--- config.mk ---
export PLATFORM = sky130hd
export DESIGN_NAME = scij_pipe_ctrl
export DESIGN_NICKNAME = d
export VERILOG_FILES = /design/src/rtl/scij_pkg.sv /design/src/rtl/scij_pipe_ctrl.sv
export SDC_FILE = /design/constraint.sdc
export NUM_CORES = 1
export LEC_CHECK = 0
export BUFFER_PORTS_ARGS = -buffer_cell sky130_fd_sc_hd__buf_2
export CAP_MARGIN = 20
export CORE_UTILIZATION = 30
export DETAILED_ROUTE_END_ITERATION = 12
export SLEW_MARGIN = 15
export SYNTH_ARGS = -nofsm -noshare
export SYNTH_HDL_FRONTEND = slang
export SYNTH_SLANG_ARGS = --single-unit
--- constraint.sdc ---
create_clock -name clock -period 2 [get_ports clock]
set_input_delay 0.3 -clock clock [delete_from_list [all_inputs] [get_ports clock]]
set_output_delay 0.3 -clock clock [all_outputs]
set_load 0.005 [all_outputs]
--- src/rtl/scij_pkg.sv ---
`timescale 1ns / 1ps
// ----------------------------------------------------------------------------
// scij_pkg: shared types and constants
// Widths, polynomial coefficients, register indexes and the stage map of the
// inverse Jacobian solve pipeline.
// ----------------------------------------------------------------------------
package scij_pkg;

   // Stage map: one register stage per index
   localparam int STG_IN    = 0;
   localparam int STG_SC    = 1;                // sine/cosine, seven stages
   localparam int SC_STAGES = 7;
   localparam int STG_JPROD = STG_SC + SC_STAGES;
   localparam int STG_JSUM  = STG_JPROD + 1;
   localparam int STG_JDIFF = STG_JSUM + 1;
   localparam int STG_DPROD = STG_JDIFF + 1;
   localparam int STG_DET   = STG_DPROD + 1;
   localparam int STG_SEL   = STG_DET + 1;
   localparam int STG_CPROD = STG_SEL + 1;
   localparam int STG_COF   = STG_CPROD + 1;
   localparam int STG_FPROD = STG_COF + 1;
   localparam int STG_NUM   = STG_FPROD + 1;
   localparam int STG_MAG   = STG_NUM + 1;
   localparam int STG_OVF   = STG_MAG + 1;
   localparam int DIV_STEPS = 32;
   localparam int STG_DIV0  = STG_OVF + 1;
   localparam int STG_RND   = STG_DIV0 + DIV_STEPS;
   localparam int NSTG      = STG_RND + 1;

   typedef logic [NSTG-1:0]    en_type;
   typedef logic signed [15:0] force_type;
   typedef logic signed [15:0] angle_in_type;
   typedef logic signed [18:0] angle_type;
   typedef logic signed [16:0] trig_type;
   typedef logic signed [29:0] jm_type;
   typedef logic signed [30:0] cofl_type;
   typedef logic signed [60:0] cofq_type;
   typedef logic signed [63:0] det_type;
   typedef logic signed [31:0] joint_type;

   // Angle to phase scale and quarter-wave sine coefficients (Q16)
   localparam logic signed [18:0] PHASE_K = 19'sd166886;
   localparam logic [16:0] SC1     = 17'd102944;
   localparam logic [15:0] SC3     = 16'd42334;
   localparam logic [12:0] SC5     = 13'd5223;
   localparam logic [8:0]  SC7     = 9'd307;
   localparam logic [14:0] QUARTER = 15'd16384;
   localparam logic [31:0] RND16   = 32'h0000_8000;

   // Quadrant codes
   localparam logic [1:0] QUAD_0 = 2'd0;
   localparam logic [1:0] QUAD_1 = 2'd1;
   localparam logic [1:0] QUAD_2 = 2'd2;
   localparam logic [1:0] QUAD_3 = 2'd3;

   // Configuration register indexes
   localparam logic [2:0] CSR_LINK1  = 3'd0;
   localparam logic [2:0] CSR_LINK2  = 3'd1;
   localparam logic [2:0] CSR_LINK3  = 3'd2;
   localparam logic [2:0] CSR_THRESH = 3'd3;
   localparam logic [2:0] CSR_NUDGE  = 3'd4;

endpackage

--- src/rtl/scij_pipe_ctrl.sv ---
`timescale 1ns / 1ps
// ----------------------------------------------------------------------------
// scij_pipe_ctrl: pipeline valid bits and stage enables
// Each stage loads when it is empty or its successor moves on, so bubbles
// close up and a stalled output holds without losing or repeating items.
// ----------------------------------------------------------------------------
module scij_pipe_ctrl import scij_pkg::*; (
   input  logic   clock,
   input  logic   reset,
   input  logic   in_valid,
   output logic   in_ready,
   output logic   out_valid,
   input  logic   out_ready,
   output en_type stage_en
);

   logic [NSTG-1:0] valid_ff;
   logic [NSTG-1:0] valid_in;

   // Build the enable chain from the output backward
   always_comb begin
      stage_en[NSTG-1] = !valid_ff[NSTG-1] || out_ready;
      for (int k = NSTG - 2; k >= 0; k--) begin
         stage_en[k] = !valid_ff[k] || stage_en[k+1];
      end
      valid_in[0] = stage_en[0] ? in_valid : valid_ff[0];
      for (int k = 1; k < NSTG; k++) begin
         valid_in[k] = stage_en[k] ? valid_ff[k-1] : valid_ff[k];
      end
   end

   // Advance valid bits
   always_ff @(posedge clock) begin
      if (reset) begin
         valid_ff <= '0;
      end else begin
         valid_ff <= valid_in;
      end
   end

   assign in_ready  = stage_en[0];
   assign out_valid = valid_ff[NSTG-1];

endmodule

Word level (Yosys, flattened, before mapping)
Cells that the tools add are included.

Shift operators: 0. Reductions and logical operators: 106. Muxes and demuxes: 0. $mul: 0. Div/mod/pow operators: 0. Equal/unequal tests: 0. Bitwise logic cells: 0. Magnitude comparators: 0. $add $sub $neg: 0.

Operator list (count): $logic_not A1 Y1 (53); $logic_or A1 B1 Y1 (53).

Memories: 0. Bits of input ports: 4. Bits in latches: 0. Bits in registers: 53. RAM bits: 0. Bits in read-only memories: 0.

Depth between registers and ports, before layout
Depth after elaboration: 54. Mapped depth: 7.

Worst setup path after synthesis
Ideal clock, no wire load.

Path kind: register to output. Start: reg valid_ff[52]. End: out stage_en[0]. Data required time: 1.700 ns. Data arrival time: 1.924 ns. Path slack: -0.224 ns. Path buffers: 1. Cell stages (with the launch flop): 7. Path through: dfxtp_1 > nand3b_4 > nor4_4 > inv_1 > nor4b_2 > nand3_1 > buf_4.

Cells in the longest elaborated chain, start to end: 54.

RTL lines: start, declared (RTL line scij_pipe_ctrl.sv:17) `logic [NSTG-1:0] valid_ff;`; start signal, assigned (RTL line scij_pipe_ctrl.sv:37) `valid_ff <= valid_in;`; $logic_not A1 Y1 (RTL line scij_pipe_ctrl.sv:22) `stage_en[NSTG-1] = !valid_ff[NSTG-1] || out_ready;`; $logic_or A1 B1 Y1 (RTL line scij_pipe_ctrl.sv:22); $logic_or A1 B1 Y1 (RTL line scij_pipe_ctrl.sv:24) `stage_en[k] = !valid_ff[k] || stage_en[k+1];`; net stage_en[51] (RTL line scij_pipe_ctrl.sv:14) `output en_type stage_en`; $logic_or A1 B1 Y1 (8 in series) (RTL line scij_pipe_ctrl.sv:24); net stage_en[43] (RTL line scij_pipe_ctrl.sv:14); $logic_or A1 B1 Y1 (43 in series) (RTL line scij_pipe_ctrl.sv:24); end, declared (RTL line scij_pipe_ctrl.sv:14).

The timed path passes the listed nets, and every way through them passes these cells.

Worst setup path after layout
Start: reg valid_ff[34]. End: out stage_en[8].

Cells in the longest elaborated chain, start to end: 28.

RTL lines (RTL line): $logic_not A1 Y1 (scij_pipe_ctrl.sv:24); $logic_or A1 B1 Y1 (27 in series) (scij_pipe_ctrl.sv:24).

Every way passes these cells.

==> impl_results.rst <==
.. list-table::
   :header-rows: 1

   * - Metric
     - Value
   * - Result of the run
     - finished with violations
   * - Failing checks
     - negative setup slack
   * - CTS tree
     - done
   * - Core Box Area
     - 7850 µm²
   * - Layout Skew
     - 0.0122 ns
   * - Finish-stage setup viols
     - 40
   * - Critical Setup Path Class
     - reg2out
   * - Hold wc startpoint
     - in_valid
   * - Class of the tightest hold or removal check
     - in2reg
   * - Slew of the pin with the lowest slew margin
     - 0.408 ns
   * - Insertion delay to the later sink of the worst-skew pair
     - 0.31 ns
   * - Areal power density over the cells
     - 496 nW/µm²
   * - WP data arrival
     - 2.14 ns
   * - Launching instance or port of the critical path
     - valid_ff[34]
   * - Maximum number of pins on one net before global-route repair
     - 36
   * - Data required, critical path
     - 1.70 ns
   * - Vias in the first global route
     - 2285
   * - Standard cell with the maximum stage delay on the critical path
     - sky130_fd_sc_hd__or4_4
   * - Largest family of logic cells by synthesized area
     - simple AND/OR/NAND/NOR gates
   * - Routability Congestion
     - 0.837
   * - Maximum level of the CTS H-tree
     - 2
   * - WHS
     - 0.255 ns
   * - Buffers and inverters on the worst path
     - 2
   * - Maxcap violations
     - 0
   * - Post-placement setup slack
     - -0.0723 ns
   * - Simple-gate share of the synthesized area
     - 0.354
   * - Post-synthesis to final-layout area growth
     - 50.7%
   * - First-pass GRT wire length
     - 10.9 mm
   * - Total vias in the final route
     - 2626
   * - Global route overflow
     - 0
   * - Path depth of the worst reg2reg path
     - 7
   * - Share of the synthesized area in compound gates (AO/OA/AOI/OAI)
     - 0.128
   * - CTS Buf Count
     - 5
   * - Worst setup SP type
     - flop
   * - Number of flip-flops in the largest register
     - 53
   * - Register bit total from synthesis
     - 53
   * - Distinct cells, synth
     - 36
   * - Xor/xnor cell area share of the yosys netlist
     - 0
   * - Number of cells produced by synthesis
     - 308
   * - Fin crit share
     - 1.22
   * - Unrepaired setup endpoints after global routing
     - yes
   * - Aggregate routed wire length
     - 6.98 mm
   * - Final hold violations
     - 0
   * - Std-Cell Rows
     - 32
   * - Number of DRC violations after detailed routing
     - 0
   * - Die area
     - 8640 µm²
   * - Total Nets Final
     - 420
   * - Cell chain of the critical path
     - nand4_1 > or4_4 > nor4bb_1 > buf_4 > nand4_1 > buf_2
   * - Total iterations of the first detailed-routing run
     - 4
   * - Headroom to the max-slew limit
     - 0.726
   * - Part of the Yosys area used for sequential elements
     - 0.427
   * - CTS Buffer Depth
     - 2
   * - Detailed-placement wirelength estimate
     - 4.81 mm
   * - R2R Path Start
     - valid_ff[34]
   * - Total leakage power
     - 1.34 nW
   * - Total of warnings raised by yosys
     - 0
   * - Number of vias per cell
     - 5.06
   * - CP max stage delay
     - 0.56 ns
   * - Die Width
     - 93.0 µm
   * - Number of nets with antenna violations after detailed routing
     - 0
   * - Kind of end point of the critical path
     - output pin
   * - Clock tree root buffer cell
     - sky130_fd_sc_hd__clkbuf_8
   * - Maximum vdd ir drop
     - 0.310 mV
   * - Top Registers
     - valid_ff: 53 flops
   * - 1st-iter DRT viols
     - 137
   * - Maximum fanout count along the critical path
     - 9
   * - Antenna violations before repair
     - 0
   * - Clock transition at the register clock pins on the worst setup and hold paths after CTS
     - 0.09 ns
   * - I/O pins
     - 59
   * - Hold depth
     - 3
   * - Total number of clock tree sinks
     - 53
   * - Count of final max-slew check failures
     - 0
   * - Synthesized netlist net count
     - 312
   * - Post-synthesis share of cell area spent on full adders, half adders and majority gates
     - 0
   * - Vert. Die Dim
     - 93.0 µm
   * - Synthesized area per cell
     - 8.06 µm²
   * - Initial cell density of the core
     - 0.316
   * - Critical Path Most Common Cell
     - sky130_fd_sc_hd__nand4_1
   * - Kind of cell with the highest combined delay on the critical path
     - simple AND/OR/NAND/NOR gates
   * - Average wire per standard cell
     - 13.5 µm
   * - Post-synth design cell area
     - 2480 µm²
   * - Smallest setup slack after layout
     - -0.438 ns
   * - Max Clock Freq
     - 0.410 GHz
   * - Antenna cell count
     - 0
   * - Layout cell share with drive strength beyond 1
     - 0.446
   * - Final critical path time including I/O delays and setup
     - 2.44 ns
   * - Overall fraction of global-route tracks in use
     - 0.157
   * - Number of gates on the worst path with buffers counted
     - 6
   * - Largest register by flop count
     - valid_ff
   * - Number of port buffers
     - 58
   * - Multiplexer fraction of the synthesized cell area
     - 0
-- placed cells by master (no fill, tap or decap), types with 2 or more instances in the layout --
| cell | count |
|---|---|
| sky130_fd_sc_hd__a21oi_1 | 23 |
| sky130_fd_sc_hd__o31ai_1 | 6 |
| sky130_fd_sc_hd__and3_1 | 4 |
| sky130_fd_sc_hd__o22ai_1 | 11 |
| sky130_fd_sc_hd__or3_1 | 2 |
| sky130_fd_sc_hd__nand3b_1 | 4 |
| sky130_fd_sc_hd__nor4_1 | 4 |
| sky130_fd_sc_hd__nand4_1 | 23 |
| sky130_fd_sc_hd__nor4_4 | 3 |
| sky130_fd_sc_hd__nor2_2 | 2 |
| sky130_fd_sc_hd__nand3_2 | 14 |
| sky130_fd_sc_hd__and4_1 | 4 |
| sky130_fd_sc_hd__nor2_1 | 23 |
| sky130_fd_sc_hd__nand3_4 | 3 |
| sky130_fd_sc_hd__nand3_1 | 11 |
| sky130_fd_sc_hd__o32ai_1 | 3 |
| sky130_fd_sc_hd__nand2_1 | 17 |
| sky130_fd_sc_hd__o41ai_2 | 2 |
| sky130_fd_sc_hd__nand2b_1 | 10 |
| sky130_fd_sc_hd__buf_12 | 2 |
| sky130_fd_sc_hd__buf_8 | 2 |
| sky130_fd_sc_hd__buf_2 | 53 |
| sky130_fd_sc_hd__or2_2 | 2 |
| sky130_fd_sc_hd__dfxtp_1 | 38 |
| sky130_fd_sc_hd__dfxtp_2 | 14 |
| sky130_fd_sc_hd__buf_6 | 14 |
| sky130_fd_sc_hd__clkbuf_8 | 6 |
| sky130_fd_sc_hd__buf_4 | 47 |
| sky130_fd_sc_hd__nand4b_1 | 4 |
| sky130_fd_sc_hd__inv_1 | 35 |
| sky130_fd_sc_hd__or4_4 | 2 |
| sky130_fd_sc_hd__nand2_2 | 8 |
| sky130_fd_sc_hd__a41oi_1 | 3 |
-- cell families (layout without fill, tap and decap cells) --
| family | Yosys count | after routing |
|---|---|---|
| and+or+nand+nor | 149 | 149 |
| buffers and inverters | 56 | 165 |
| DFF | 53 | 53 |
| AOI/OAI and AO/OA | 50 | 50 |
-- metal layers --
layer  global-route usage  vias up  routed length (µm)
met2                0.253       76                3390
met5                    0        -                   0
met4               0.0449        0                 112
li1                     -     1317                   -
met3               0.0312        9                 295
met1                0.211     1224                3180
-- metrics by stage --
step	utilization	total power [mW]	std cells	area, µm²	setup TNS [ns]
floorplan	-	1.11	308	2520	-0.0487
global placement	0.410	1.12	497	3220	-0.0218
detailed placement	0.410	1.12	497	3220	-0.463
CTS	0.438	1.87	509	3440	-7.43
global route	0.477	1.92	519	3740	-12.59
finish	0.477	1.86	519	3740	-8.42
-- cell usage after synthesis, drive strengths merged --
cell type / number / area (µm²)
or3: 2 / 12.5
a21oi: 23 / 115
and4: 5 / 43.8
clkbuf: 14 / 53.8
nand3: 28 / 140
or4: 2 / 15.0
nor4bb: 1 / 10.0
nand4: 24 / 156
o41ai: 3 / 26.3
inv: 38 / 145
o21ba: 1 / 10.0
nand4b: 4 / 35.0
o22ai: 11 / 68.8
nand2: 25 / 93.8
nand3b: 5 / 50.1
nor4: 7 / 80.1
nor2: 25 / 93.8
and3: 5 / 31.3
nor4b: 1 / 15.0
buf: 4 / 25.0
a41oi: 3 / 26.3
and2: 1 / 6.26
nor3: 2 / 21.3
nand2b: 10 / 62.6
o32ai: 3 / 26.3
dfxtp: 53 / 1060
or2: 2 / 12.5
o31ai: 6 / 45.0
-- worst reg2reg max path, stage by stage, from the launching register on --
cell and delay (ns):
sky130_fd_sc_hd__dfxtp_2 0.34, sky130_fd_sc_hd__nand4_1 0.14, sky130_fd_sc_hd__buf_4 0.17, sky130_fd_sc_hd__buf_4 0.14, sky130_fd_sc_hd__nor4_4 0.43, sky130_fd_sc_hd__buf_4 0.22
sky130_fd_sc_hd__nand4_1 0.12, sky130_fd_sc_hd__o32ai_1 0.28
-- final cells by class --
| type | instances | area [µm²] |
|---|---|---|
| inverter | 38 | 158 |
| timing repair buffer | 119 | 871 |
| tap | 102 | 128 |
| sequential | 53 | 1080 |
| multi-input combinational | 199 | 1390 |
| clock inverter | 1 | 30.0 |
| fill | 790 | 4110 |
| clock buffer | 7 | 86.3 |
-- where the power goes --
part,internal [mW],total [mW],switching [mW]
logic,0.0158,0.0403,0.0244
clock network,0.409,0.758,0.349
registers,1.06,1.06,0.00261
total,1.48,1.86,0.376
-- worst paths after layout --
| check | endpoint | slack, ns |
|---|---|---|
| setup / recovery | stage_en[8] | -0.44 |
| hold / removal | valid_ff[0] | 0.26 |
| setup reg to reg | valid_ff[1] | 0.08 |
| hold reg to reg | valid_ff[3] | 0.47 |
-- what timing repair did --
item	4_1_cts	5_1_grt
setup endpoints to repair	39	48
cloned	0	1
hold buffers	0	0
resized for setup	22	54
pin swaps	8	13
buffers inserted	6	10
Note: power is estimated with default switching activity, not from simulation.
