==> src/rtl/scij_pkg.sv <==
`timescale 1ns / 1ps
// ----------------------------------------------------------------------------
// scij_pkg: shared types and constants
// Widths, polynomial coefficients, register indexes and the stage map of the
// inverse Jacobian solve pipeline.
// ----------------------------------------------------------------------------
package scij_pkg;

   // Stage map: one register stage per index
   localparam int STG_IN    = 0;
   localparam int STG_SC    = 1;                // sine/cosine, seven stages
   localparam int SC_STAGES = 7;
   localparam int STG_JPROD = STG_SC + SC_STAGES;
   localparam int STG_JSUM  = STG_JPROD + 1;
   localparam int STG_JDIFF = STG_JSUM + 1;
   localparam int STG_DPROD = STG_JDIFF + 1;
   localparam int STG_DET   = STG_DPROD + 1;
   localparam int STG_SEL   = STG_DET + 1;
   localparam int STG_CPROD = STG_SEL + 1;
   localparam int STG_COF   = STG_CPROD + 1;
   localparam int STG_FPROD = STG_COF + 1;
   localparam int STG_NUM   = STG_FPROD + 1;
   localparam int STG_MAG   = STG_NUM + 1;
   localparam int STG_OVF   = STG_MAG + 1;
   localparam int DIV_STEPS = 32;
   localparam int STG_DIV0  = STG_OVF + 1;
   localparam int STG_RND   = STG_DIV0 + DIV_STEPS;
   localparam int NSTG      = STG_RND + 1;

   typedef logic [NSTG-1:0]    en_type;
   typedef logic signed [15:0] force_type;
   typedef logic signed [15:0] angle_in_type;
   typedef logic signed [18:0] angle_type;
   typedef logic signed [16:0] trig_type;
   typedef logic signed [29:0] jm_type;
   typedef logic signed [30:0] cofl_type;
   typedef logic signed [60:0] cofq_type;
   typedef logic signed [63:0] det_type;
   typedef logic signed [31:0] joint_type;

   // Angle to phase scale and quarter-wave sine coefficients (Q16)
   localparam logic signed [18:0] PHASE_K = 19'sd166886;
   localparam logic [16:0] SC1     = 17'd102944;
   localparam logic [15:0] SC3     = 16'd42334;
   localparam logic [12:0] SC5     = 13'd5223;
   localparam logic [8:0]  SC7     = 9'd307;
   localparam logic [14:0] QUARTER = 15'd16384;
   localparam logic [31:0] RND16   = 32'h0000_8000;

   // Quadrant codes
   localparam logic [1:0] QUAD_0 = 2'd0;
   localparam logic [1:0] QUAD_1 = 2'd1;
   localparam logic [1:0] QUAD_2 = 2'd2;
   localparam logic [1:0] QUAD_3 = 2'd3;

   // Configuration register indexes
   localparam logic [2:0] CSR_LINK1  = 3'd0;
   localparam logic [2:0] CSR_LINK2  = 3'd1;
   localparam logic [2:0] CSR_LINK3  = 3'd2;
   localparam logic [2:0] CSR_THRESH = 3'd3;
   localparam logic [2:0] CSR_NUDGE  = 3'd4;

endpackage

==> src/rtl/scij_sincos.sv <==
`timescale 1ns / 1ps
// ----------------------------------------------------------------------------
// scij_sincos: pipelined sine and cosine
// Angle to phase, then a degree-7 quarter-wave polynomial evaluated for the
// rising and falling halves, then quadrant sign selection. Seven stages.
// ----------------------------------------------------------------------------
module scij_sincos import scij_pkg::*; (
   input  logic      clock,
   input  en_type    stage_en,
   input  angle_type theta,
   output trig_type  sin_out,
   output trig_type  cos_out
);

   localparam int S_PH  = STG_SC;
   localparam int S_SQ  = STG_SC + 1;
   localparam int S_P5  = STG_SC + 2;
   localparam int S_P3  = STG_SC + 3;
   localparam int S_P1  = STG_SC + 4;
   localparam int S_Y   = STG_SC + 5;
   localparam int S_OUT = STG_SC + 6;

   logic signed [37:0] prod;
   logic [31:0]        ph_sum;
   logic [15:0]        ph_ff;

   logic [14:0] x_in [2];
   logic [29:0] xx [2];
   logic [23:0] t5 [2];
   logic [27:0] t3 [2];
   logic [30:0] t1 [2];
   logic [31:0] yy [2];

   logic [14:0] x_a_ff [2];
   logic [14:0] x_b_ff [2];
   logic [14:0] x_c_ff [2];
   logic [14:0] x_d_ff [2];
   logic [14:0] x2_a_ff [2];
   logic [14:0] x2_b_ff [2];
   logic [14:0] x2_c_ff [2];
   logic [12:0] p5_ff [2];
   logic [15:0] p3_ff [2];
   logic [16:0] p1_ff [2];
   logic [15:0] y_ff [2];
   logic [1:0]  q_a_ff, q_b_ff, q_c_ff, q_d_ff, q_e_ff;
   trig_type    up, dn;
   trig_type    sin_ff, cos_ff;

   // Phase in 2^-16 turn, rounded
   assign prod   = theta * PHASE_K;
   assign ph_sum = prod[31:0] + RND16;

   // Polynomial terms for the rising and falling quarter
   always_comb begin
      x_in[0] = {1'b0, ph_ff[13:0]};
      x_in[1] = QUARTER - {1'b0, ph_ff[13:0]};
      for (int i = 0; i < 2; i++) begin
         xx[i] = {15'd0, x_in[i]} * {15'd0, x_in[i]};
         t5[i] = {9'd0, x2_a_ff[i]} * {15'd0, SC7};
         t3[i] = {13'd0, x2_b_ff[i]} * {15'd0, p5_ff[i]};
         t1[i] = {16'd0, x2_c_ff[i]} * {14'd0, p3_ff[i]};
         yy[i] = ({17'd0, x_d_ff[i]} * {15'd0, p1_ff[i]}) + RND16;
      end
   end

   // Quadrant symmetry
   assign up = $signed({1'b0, y_ff[0]});
   assign dn = $signed({1'b0, y_ff[1]});

   always_ff @(posedge clock) begin
      if (stage_en[S_PH]) begin
         ph_ff <= ph_sum[31:16];
      end
      if (stage_en[S_SQ]) begin
         q_a_ff <= ph_ff[15:14];
         for (int i = 0; i < 2; i++) begin
            x_a_ff[i]  <= x_in[i];
            x2_a_ff[i] <= xx[i][28:14];
         end
      end
      if (stage_en[S_P5]) begin
         q_b_ff <= q_a_ff;
         for (int i = 0; i < 2; i++) begin
            x_b_ff[i]  <= x_a_ff[i];
            x2_b_ff[i] <= x2_a_ff[i];
            p5_ff[i]   <= SC5 - {3'd0, t5[i][23:14]};
         end
      end
      if (stage_en[S_P3]) begin
         q_c_ff <= q_b_ff;
         for (int i = 0; i < 2; i++) begin
            x_c_ff[i]  <= x_b_ff[i];
            x2_c_ff[i] <= x2_b_ff[i];
            p3_ff[i]   <= SC3 - {2'd0, t3[i][27:14]};
         end
      end
      if (stage_en[S_P1]) begin
         q_d_ff <= q_c_ff;
         for (int i = 0; i < 2; i++) begin
            x_d_ff[i] <= x_c_ff[i];
            p1_ff[i]  <= SC1 - t1[i][30:14];
         end
      end
      if (stage_en[S_Y]) begin
         q_e_ff <= q_d_ff;
         for (int i = 0; i < 2; i++) begin
            y_ff[i] <= yy[i][31:16];
         end
      end
      if (stage_en[S_OUT]) begin
         case (q_e_ff)
            QUAD_0: begin
               sin_ff <= up;
               cos_ff <= dn;
            end
            QUAD_1: begin
               sin_ff <= dn;
               cos_ff <= -up;
            end
            QUAD_2: begin
               sin_ff <= -up;
               cos_ff <= -dn;
            end
            default: begin
               sin_ff <= -dn;
               cos_ff <= up;
            end
         endcase
      end
   end

   assign sin_out = sin_ff;
   assign cos_out = cos_ff;

endmodule

==> config.mk <==
export PLATFORM = sky130hd
export DESIGN_NAME = scij_sincos
export DESIGN_NICKNAME = d
export VERILOG_FILES = /design/src/rtl/scij_pkg.sv /design/src/rtl/scij_sincos.sv
export SDC_FILE = /design/constraint.sdc
export NUM_CORES = 2
export LEC_CHECK = 0
export BUFFER_PORTS_ARGS = -buffer_cell sky130_fd_sc_hd__buf_2
export CAP_MARGIN = 5
export CORE_ASPECT_RATIO = 1.2
export CORE_MARGIN = 3
export CORE_UTILIZATION = 55
export CTS_CLUSTER_SIZE = 24
export DETAILED_ROUTE_END_ITERATION = 10
export MAX_ROUTING_LAYER = met4
export PLACE_DENSITY = 0.72
export SLEW_MARGIN = 30
export SYNTH_ARGS = -nofsm -noshare
export SYNTH_HDL_FRONTEND = slang
export SYNTH_SLANG_ARGS = --single-unit
==> constraint.sdc <==
create_clock -name clock -period 8.1 [get_ports clock]
set_input_delay 1.215 -clock clock [delete_from_list [all_inputs] [get_ports clock]]
set_output_delay 1.215 -clock clock [all_outputs]
set_load 0.02 [all_outputs]
Word level (Yosys, flattened, before mapping)
Memories as Yosys holds them, arrays and structs flattened.
Cells that the tools add are included.
{"block": "word_totals", "memories": 11, "wordCells": 57, "output_inout_bits": 34, "regBits": 60, "ram_bits": 334, "in_bits": 73}
{"block": "classes", "eq_ne": 2, "n_mul": 11, "addsub": 12, "n_mux": 12, "reduce_logical": 1}
{"name": "p1_ff", "depth": 2, "width": 17, "rd": 2, "rd_clocked_by_memory_dff": 0, "wr": 2, "line_no": "scij_sincos.sv:43", "rtl": "logic [16:0] p1_ff [2];"}
{"name": "p3_ff", "depth": 2, "width": 16, "rd": 2, "rd_clocked_by_memory_dff": 0, "wr": 2, "line_no": "scij_sincos.sv:42", "rtl": "logic [15:0] p3_ff [2];"}
{"name": "y_ff", "depth": 2, "width": 16, "rd": 2, "rd_clocked_by_memory_dff": 0, "wr": 2, "line_no": "scij_sincos.sv:44", "rtl": "logic [15:0] y_ff [2];"}
{"name": "x2_a_ff", "depth": 2, "width": 15, "rd": 2, "rd_clocked_by_memory_dff": 0, "wr": 2, "line_no": "scij_sincos.sv:38", "rtl": "logic [14:0] x2_a_ff [2];"}
{"name": "x2_b_ff", "depth": 2, "width": 15, "rd": 2, "rd_clocked_by_memory_dff": 0, "wr": 2, "line_no": "scij_sincos.sv:39", "rtl": "logic [14:0] x2_b_ff [2];"}
{"name": "x2_c_ff", "depth": 2, "width": 15, "rd": 2, "rd_clocked_by_memory_dff": 0, "wr": 2, "line_no": "scij_sincos.sv:40", "rtl": "logic [14:0] x2_c_ff [2];"}
{"name": "5 more memories"}
{"op": "17-bit one-hot mux with 3 select lines", "n": 2}
{"op": "32-bit by 16-bit adder with 32-bit output, second input constant", "n": 3}
{"op": "15-bit by 17-bit multiplier with 32-bit output", "n": 2}
{"op": "15-bit by 16-bit multiplier with 31-bit output", "n": 2}
{"op": "15-bit by 13-bit multiplier with 28-bit output", "n": 2}
{"op": "15-bit by 9-bit multiplier with 24-bit output, second input constant", "n": 2}
{"op": "16-bit negator with 17-bit output", "n": 2}
{"op": "17-bit subtractor, first input constant", "n": 2}
{"op": "16-bit by 14-bit subtractor with 16-bit output, first input constant", "n": 2}
{"op": "19-bit by 18-bit multiplier with 31-bit output, second input constant", "n": 1}
{"op": "15-bit by 15-bit multiplier with 29-bit output", "n": 1}
{"op": "14-bit by 14-bit multiplier with 28-bit output", "n": 1}
{"op": "13-bit by 10-bit subtractor with 13-bit output, first input constant", "n": 2}
{"op": "15-bit by 14-bit subtractor with 15-bit output, first input constant", "n": 1}
{"op": "1-bit two-way mux", "n": 10}
{"op": "2-bit by 1-bit == test with 1-bit output, second input constant", "n": 1}
{"op": "2-bit == test, second input constant", "n": 1}
{"op": "2-bit logical NOT", "n": 1}

Depth between registers and ports, before layout
An unclocked memory read counts as a cell.
{"block": "logic_depth", "ltp_word": 3, "ltp_mapped": 34, "mapped_depth_nobuf": 33}

Least setup slack after synthesis
Ideal clock, no wire load.
{"block": "synth_path", "path_type": "reg-to-reg", "from": "register ph_ff[0]", "to": "memory x2_a_ff[1][14] (netlist: x2_a_ff[0][29]), data pin", "path_buffers": 1, "period_less_slack_ps": 8334, "setup_ps": 260, "t_arrival_ps": 8074, "stages_incl_launch_ff": 31, "slack_ps": -234, "required_time_ps": 7840, "cell_sequence": "edfxtp_1 -> inv_1 -> buf_1 -> ha_1 -> and3_1 -> nor3b_1 -> nand2_1 -> nor4_1 -> xor2_1 -> clkinv_1 -> and2_1 -> fa_1 -> inv_1 -> fa_1 -> inv_1 -> fa_1 -> fa_1 -> fa_1 -> fa_1 -> ha_1 -> nand4_1 -> nor2_1 -> a211oi_1 -> o31a_1 -> o211ai_1 -> o2111a_1 -> o211ai_1 -> a31oi_1 -> a21o_1 -> a21oi_1 -> xnor2_1"}
{"item": "start, declared", "line_no": "scij_sincos.sv:25", "rtl": "logic [15:0] ph_ff;"}
{"item": "start signal, assigned", "line_no": "scij_sincos.sv:72", "rtl": "ph_ff <= ph_sum[31:16];"}
{"item": "end, declared", "line_no": "scij_sincos.sv:38"}

==> impl_metrics.csv <==
group,metric,value,unit
status,status,"finished clean",
grt,grt_pass1_vias,56100,
grt,grt_pass1_wl,277000,µm
finish,drive_gt1_share,4.29,%
timing,fin_crit_sh,95.4,%
yosys,synth_cell_type_count,96,
floorplanning,pin_count,107,
yosys,synth_area,76400,µm²
clocking,postCtsHoldBufs,0,
critical_path,cpPeakStageDelay,0.60,ns
critical_path,critPathRequiredTime,8.48,ns
yosys,ys_warn_count,0,
clocking,cts_sinks,379,
finish,fill_cells,11600,
run,maxCapViolations,0,
timing,drv_slew,0,
finish,final_cell_mix,"inv_1, fa_1, ha_1, nand2_1, and2_1",
timing,setup_slack,0.372,ns
floorplanning,start_util,55.5,%
clocking,insertion_delay,0.63,ns
critical_path,crit_path_top_delay_cell,"fa_1",
yosys,ys.flop_type,"edfxtp_1",
timing,slew_headroom,35.5,%
clocking,cts_tree,"done",
finish,fin_area,80600,µm²
critical_path,crit_type,"register to register",
clocking,cts_buffers,47,
timing,final_hold_viol_count,0,
grt,grt_max_degree,70,
clocking,htree_levels,2,
place,placed_area,78900,µm²
yosys,ys_seq_area_share,14.9,%
yosys,ys_ff_latch,379,
yosys,syn_inst,7783,
grt,grt_use_total,24.4,%
critical_path,critPathMaxFanout,4,
place,dp_slack,0.173,ns
timing,rsz0062_at_grt,"yes",
drt,vias,51000,
floorplanning,rows,149,
critical_path,end_kind,"register",
grt,overflow,0,
finish,final_common_cell,"inv_1",
floorplanning,fp.dieW,346,µm
yosys,synth-async-reset-ratio,0,%
place,place.gp.congestion,0.925,
floorplanning,fp.dieH,414,µm
floorplanning,core_area,138000,µm²
drt,wl_per_cell,17.0,µm
drt,vias_per_cell,5.30,
critical_path,start_kind,"register",
drt,dr.pass1.iters,8,
grt,antenna_found_initial,2,
timing,skew,0.0245,ns
critical_path,crit_arrival,8.10,ns
timing,fmax,129,MHz
timing,whs,0.415,ns
place,hpwl,138000,µm
drt,drtIter0Drc,2459,
clocking,path_clk_slew,0.06,ns
drt,ant_nets,0,
place,port_buffers,60,
critical_path,crit_path_frequent_cell,"fa_1",
clocking,cts_buffer_depth,3,
finish,num-nets-final,10200,
yosys,synth_edf_count,379,
timing,period_needed,7.73,ns
yosys,syn_avg_cell_area,9.82,µm²
hold_path,min_path_type,"register to register",
timing,setup_violations,0,
finish,areaGrowthSynthToFinish,5.48,%
floorplanning,die-area,143000,µm²
clocking,cts_root_buf,"clkbuf_16",
drt,drc,0,
drt,wirelength,163000,µm
timing,tightest_slew,0.968,ns
==> path summary, 6_finish.rpt <==
| kind | to | slack, ns | startpoint | cells after the start |
|---|---|---|---|---|
| max reg2reg | x2_a_ff[0][29] | 0.37 | ph_ff[4] | 29 |
| min | x_c_ff[0][5] | 0.42 | x_b_ff[0][5] | 0 |
| max | x2_a_ff[0][29] | 0.37 | ph_ff[4] | 29 |
| min reg2reg | x_c_ff[0][5] | 0.42 | x_b_ff[0][5] | 0 |
==> flip-flops by register name, summed over array words and instances (netlist names), 29 cells and up <==
name / count
p1_ff: 34
y_ff: 32
x2_b_ff: 29
x2_c_ff: 29
x2_a_ff: 29
p3_ff: 32
==> synthesized netlist by cell type, types with 18 or more instances <==
master | n | area share, %
inv_1 | 1895 | 9.3
fa_1 | 1408 | 37
ha_1 | 990 | 16
nand2_1 | 864 | 4.2
and2_1 | 672 | 5.5
edfxtp_1 | 379 | 15
clkbuf_1 | 244 | 1.2
nor2_1 | 192 | 0.94
xnor2_1 | 186 | 2.1
a21oi_1 | 138 | 0.90
xor2_1 | 102 | 1.2
o21ai_0 | 81 | 0.53
a21o_1 | 53 | 0.52
nor3_1 | 53 | 0.35
nand3_1 | 52 | 0.34
nor2b_1 | 42 | 0.34
or3_1 | 29 | 0.24
o21a_1 | 23 | 0.23
and3_1 | 22 | 0.18
a31oi_1 | 21 | 0.17
nand4_1 | 21 | 0.17
nand2b_1 | 19 | 0.16
a211oi_1 | 18 | 0.18
==> through the flow <==
step	std cells	setup TNS (ns)	util, %
3_5_place_dp	9530	0	57.3
2_1_floorplan	7791	0	-
6_report	9622	0	58.5
4_1_cts	9617	0	58.4
3_3_place_gp	9530	0	57.3
5_1_grt	9622	-0.0284	58.5
==> area by class of cell <==
cell class              count  area, µm²  share of cell area, %
clock buffers              52       1220                   1.51
flip-flops and latches    379      11400                   14.1
well taps                1812       2270                   2.81
diodes                      1       2.50                0.00311
multi-input cells        5254      57000                   70.7
inverters                1907       7160                   8.88
clock inverters            35        327                  0.405
repair buffers            182       1220                   1.52
==> cell families (layout without fill, tap and decap cells) <==
logic type / after synthesis / count (layout) / synth area share [%]
compound gates: 491 / 491 / 4.39
xor+xnor: 290 / 290 / 3.35
fa+ha+maj: 2401 / 2401 / 53.1
buf+inv: 2158 / 2176 / 10.6
flops: 379 / 379 / 14.9
mux: 20 / 20 / 0.367
other cells: 2 / 11 / 0.00983
simple gates: 2042 / 2042 / 13.2
==> repair_timing <==
action / in CTS / in global routing
gates resized for setup: 0 / 12
setup buffers: 0 / 4
endpoints found under the setup margin: 0 / 4
hold endpoints to repair: 0 / 0
==> routing by layer <==
layer / GRT usage, % / part of all wire [%]
met5: - / 0
met4: 10.6 / 5.0
met3: 2.17 / 4.0
met2: 42.9 / 51
met1: 28.7 / 40
==> critical path, delay by kind of cell, from the launching register on <==
family                     cells  cell delay (ns)
AOI/OAI and AO/OA              8             1.78
DFF                            1             0.41
and+or+nand+nor                8             1.36
adders and majority gates      7             3.31
xor gates and xnor gates       2             0.25
buffers and inverters          4             0.35
Power is not shown: default switching activity piles up to over one toggle a cycle in this logic, so the estimate is an artifact.
